**src/design/ccfr_pkg.sv**
```systemverilog
`timescale 1ns / 1ps
// ----------------------------------------------------------------------------
// ccfr_pkg
// Shared types, codes and the CRC-16/CCITT byte update for the receiver.
// ----------------------------------------------------------------------------
package ccfr_pkg;

	localparam int MAX_PAYLOAD_DEF = 250;
	localparam int REGION_CAP_DEF  = 256;

	localparam logic [15:0] CRC_INIT = 16'hFFFF;
	localparam logic [15:0] CRC_POLY = 16'h1021;

	typedef enum logic [2:0] {
		ST_OK       = 3'd0,
		ST_OVERFLOW = 3'd1,
		ST_COBS     = 3'd2,
		ST_TRUNC    = 3'd3,
		ST_LENGTH   = 3'd4,
		ST_CRC      = 3'd5
	} status_t;

	typedef enum logic [1:0] {
		EV_MORE  = 2'd0,
		EV_READY = 2'd1,
		EV_ERROR = 2'd2
	} event_t;

	typedef enum logic {
		OP_PUSH = 1'b0,
		OP_READ = 1'b1
	} op_t;

	typedef struct packed {
		logic       operation;
		logic [7:0] data_byte;
		logic [7:0] read_index;
	} in_t;

	typedef struct packed {
		logic [1:0] event_res;
		logic [2:0] status;
		logic [7:0] frame_type;
		logic [7:0] frame_length;
		logic [7:0] read_byte;
	} out_t;

	typedef enum logic [2:0] {
		S_IDLE,
		S_RDWAIT,
		S_FETCH,
		S_PROC,
		S_FINISH
	} state_t;

	typedef struct packed {
		logic push;
		logic read;
		logic read_done;
		logic fetch;
		logic step;
		logic finish;
	} cmd_t;

	typedef struct packed {
		logic out_busy;
		logic walk_needed;
		logic walk_end;
	} sts_t;

	function automatic logic [15:0] crc_update(input logic [15:0] crc, input logic [7:0] b);
		logic [15:0] c;
		c = crc ^ {b, 8'h00};
		for (int k = 0; k < 8; k++) begin
			c = c[15] ? ((c << 1) ^ CRC_POLY) : (c << 1);
		end
		return c;
	endfunction

endpackage

```
**src/design/ccfr_ctrl.sv**
```systemverilog
`timescale 1ns / 1ps
// ----------------------------------------------------------------------------
// ccfr_ctrl
// Sequencer: input handshake, read-back wait and the region decode walk.
// ----------------------------------------------------------------------------
module ccfr_ctrl
	import ccfr_pkg::*;
(
	input  logic clk,
	input  logic arst_n,
	input  logic in_valid,
	output logic in_ready,
	input  logic in_op,
	input  sts_t sts,
	output cmd_t cmd
);

	state_t state_q, state_d;

	always_ff @(posedge clk or negedge arst_n) begin
		if (!arst_n) begin
			state_q <= S_IDLE;
		end else begin
			state_q <= state_d;
		end
	end

	always_comb begin
		state_d  = state_q;
		cmd      = '0;
		in_ready = 1'b0;
		unique case (state_q)
			S_IDLE: begin
				in_ready = !sts.out_busy;
				if (in_valid && !sts.out_busy) begin
					if (in_op == OP_READ) begin
						cmd.read = 1'b1;
						state_d  = S_RDWAIT;
					end else begin
						cmd.push = 1'b1;
						if (sts.walk_needed) state_d = S_FETCH;
					end
				end
			end
			S_RDWAIT: begin
				cmd.read_done = 1'b1;
				state_d       = S_IDLE;
			end
			S_FETCH: begin
				if (sts.walk_end) begin
					state_d = S_FINISH;
				end else begin
					cmd.fetch = 1'b1;
					state_d   = S_PROC;
				end
			end
			S_PROC: begin
				cmd.step = 1'b1;
				state_d  = S_FETCH;
			end
			S_FINISH: begin
				cmd.finish = 1'b1;
				state_d    = S_IDLE;
			end
			default: state_d = S_IDLE;
		endcase
	end

endmodule

```
**config.mk**
```make
export PLATFORM = sky130hd
export DESIGN_NAME = ccfr_ctrl
export DESIGN_NICKNAME = d
export VERILOG_FILES = /design/src/design/ccfr_pkg.sv /design/src/design/ccfr_ctrl.sv
export SDC_FILE = /design/constraint.sdc
export NUM_CORES = 1
export LEC_CHECK = 0
export ABC_AREA = 1
export BUFFER_PORTS_ARGS = -buffer_cell sky130_fd_sc_hd__buf_4
export CORE_AREA = 2 2 39 41
export CTS_CLUSTER_DIAMETER = 120
export DETAILED_ROUTE_END_ITERATION = 10
export DIE_AREA = 0 0 41 43
export GPL_TIMING_DRIVEN = 0
export HOLD_SLACK_MARGIN = 0.1
export PLACE_DENSITY = 0.42
export SKIP_CTS_REPAIR_TIMING = 1
export SYNTH_ARGS = -nofsm -noshare
export SYNTH_HDL_FRONTEND = slang
export SYNTH_SLANG_ARGS = --single-unit
```
**constraint.sdc**
```tcl
create_clock -name clk -period 1.5 [get_ports clk]
set_input_delay 0.225 -clock clk [delete_from_list [all_inputs] [get_ports clk]]
set_output_delay 0.225 -clock clk [all_outputs]
set_load 0.005 [all_outputs]
```
==> results by group <==
Pwr
  – Peak VDD IR: ~0.5 mV
  – Sw Ratio: 0.3799
  – Sw power: ~190 uW
  – Leakage power: 0.0002187 uW
  – Gate power share: 0.437
  – Sequential share of power: 0.276
  – Cell Int Power: 309.2 uW
  – Clock network power share: 0.286
  – Pwr/cell area: 1346 nW/um^2

Synthesis
  – Net count after synthesis: 41
  – Yosys warns: 0
  – Most numerous cell in the Yosys netlist: inv_1
  – Cell variety after synth: 10
  – Mean Syn Cell Area: between 6 and 7 um^2
  – Mapped Area: 209.0 um^2
  – Synth area leader: dfrtp_1
  – Post-synthesis cell count: 34
  – Post-synth EDFFs: 0
  – Post-synthesis sequential area ratio: 0.3593
  – Most frequent cells after synthesis: inv_1 (10), nand2_1 (6), nor2_1 (4), nor3_1 (4), dfrtp_1 (3)
  – Asr flop ratio synth: 1.000
  – FF+latch count, synth: 3
  – Top-area cell type share of the netlist area: 0.3593
  – Primary FF master, synth: dfrtp_1
  – Synth area leaders: dfrtp_1 (36%), inv_1 (18%), nand2_1 (11%)

Finish
  – ANT cells: 0
  – Area delta synth->final: 77.25%
  – Final #Nets: 60
  – Non-Filler Instances: 68
  – Layout cells sized above 1: 0.3846
  – Largest Register: state_q
  – Largest regs: state_q: 3 flops
  – Max reg flops: 3

Drt
  – Vias per cell: 3.618
  – 1st-iter DRT viols: 3
  – Total vias in the final route: 246
  – First-pass DRT Iterations: 2
  – Antenna Nets Post-Route: 0
  – Final WL: between 500 and 600 um
  – Drt wl/cell: 7.721 um
  – DRC: 0

Worst setup path
  – Slowest cell delay on critical path: approximately 0.42 ns
  – Cell Chain, Critical Path: nor2_2 -> nand3_1 -> nor3_2 -> buf_4
  – CP Capture Type: output pin
  – Worst Path Required: 1.27 ns
  – Crit path DAT: 1.15 ns
  – Crit path max fanout: 5
  – Slowest stage cell, crit path: dfrtp_1
  – Critical path class: flop to output pin
  – Critical Path Start Type: flop

Outcome
  – Status: completed

Floorplan
  – Initial Util: 0.1510
  – Core area: 1384 um^2
  – Top Ports: 14
  – Die Wd: 41 um
  – FP Rows: 14
  – Die Area: 1763 um^2
  – Die H: 43 um

Global routing
  – Largest net degree at the start of global routing: 6
  – GRT Util Overall: 0.07831
  – First-pass GRT wire length: 876 um
  – Grt total ovfl: 0
  – Initial antenna violation count: 0
  – Number of global-route vias before repair: 240

Timing
  – Worst-margin pin slew: 0.2090 ns
  – RSZ-0062 raised after global routing: false
  – Tmin final: 1.378 ns
  – Fin Clk Skew: 0.001249 ns
  – Final Setup Violations: 0
  – Final Hold Fails: 0
  – Fmax: about 0.73 GHz
  – Sum of negative setup slack: 0 ns
  – Fin crit share: 0.9184
  – Fin. max-slew vios: 0
  – Worst slew margin: 0.8594

Placed design
  – Placed insts: 63
  – GPL Wtd Cong: 0.6263
  – HPWL reported at the end of detailed placement: about 430 um
  – Port bufs: 13

Clock tree
  – Clock-pin slew on the worst setup and hold paths: about 0.040 ns
  – Num CTS Buffers: 3
  – Clock Path Buffers: 2
  – Worst-skew pair later-pin latency: 0.23 ns
  – Clk sinks: 3
  – Root Buffer: clkbuf_4
  – H-tree Lvls: 1
  – CTS tree: built

Job
  – Maximum capacitance violations: 0

Min path
  – Min-delay worst type: input pin to flop
[per-stage QoR]
stage	hold slack [ns]	area (um^2)	total power, uW	setup WS (ns)	util
after floorplan	-0.07059	209.0	254.4	0.4568	-
after global placement	0.01770	326.6	352.2	0.3031	0.2360
after detailed placement	0.01832	326.6	351.9	0.2978	0.2360
after CTS	-0.2320	352.8	501.0	0.04273	0.2550
after global routing	0.2777	370.4	543.2	0.02554	0.2676
final	0.2691	370.4	498.6	0.1225	0.2676
[power by group through the flow]
stage	clock network, uW	logic [uW]	registers (uW)
finish	143	218	138
global route	156	246	142
CTS	148	217	136
detailed placement	0	215	137
global placement	0	216	136
floorplan	0	126	129
[per-layer routing]
metal  up-vias  part of all wire  track usage
met5         -                 0            0
met3         0             0.084      0.06806
li1        137                 -            -
met4         0                 0      0.04000
met1       101              0.43      0.09003
met2         8              0.49      0.09688
[critical path: cells and delay by family, from the launching register on]
family / cells / cell delay (ns)
buffers and inverters: 1 / 0.13
AND/OR/NAND/NOR: 3 / 0.37
flip-flops: 1 / 0.42
[cell usage in the layout (no fill, tap or decap)]
master          n
buf_4          13
inv_1          10
nand2_1         6
nor2_1          3
nor3_1          3
clkbuf_4        3
dfrtp_1         3
nor2_2          2
nand3_1         2
o21ai_0         2
nand2_2         1
nor3_2          1
nor4_1          1
clkbuf_1        1
dlygate4sd3_1   1
[final cells by class]
cell class              instances  area (um^2)
clock buffers                   4        26.28
fillers                       169         1013
inverters                      10        37.54
multi-input cells              21        103.9
flip-flops and latches          3        75.07
well taps                      16        20.02
repair buffers                 14        107.6
[path summary, 6_finish.rpt]
| path | from | end | slack, ns | cells past startpoint |
|---|---|---|---|---|
| max | state_q[0]$_DFFE_PN0P_ | cmd[5] | 0.12 | 4 |
| min | sts[0] | state_q[2]$_DFFE_PN0P_ | 0.27 | 3 |
| max reg2reg | state_q[0]$_DFFE_PN0P_ | state_q[1]$_DFFE_PN0P_ | 0.55 | 6 |
| min reg2reg | state_q[2]$_DFFE_PN0P_ | state_q[2]$_DFFE_PN0P_ | 0.53 | 1 |
| max in group asynchronous | arst_n | state_q[0]$_DFFE_PN0P_ | 1.09 | 2 |
| min in group asynchronous | arst_n | state_q[2]$_DFFE_PN0P_ | 0.32 | 2 |
[cells by family (layout without fill, tap and decap cells)]
group                  count (synthesis)  after routing  share of synthesized area
AO/OA/AOI/OAI                          2              2                    0.04791
buffers and inverters                 10             28                     0.1797
flip-flops                             3              3                     0.3593
AND/OR/NAND/NOR                       19             19                     0.4132
No activity file was read; power rests on OpenSTA's default activity.
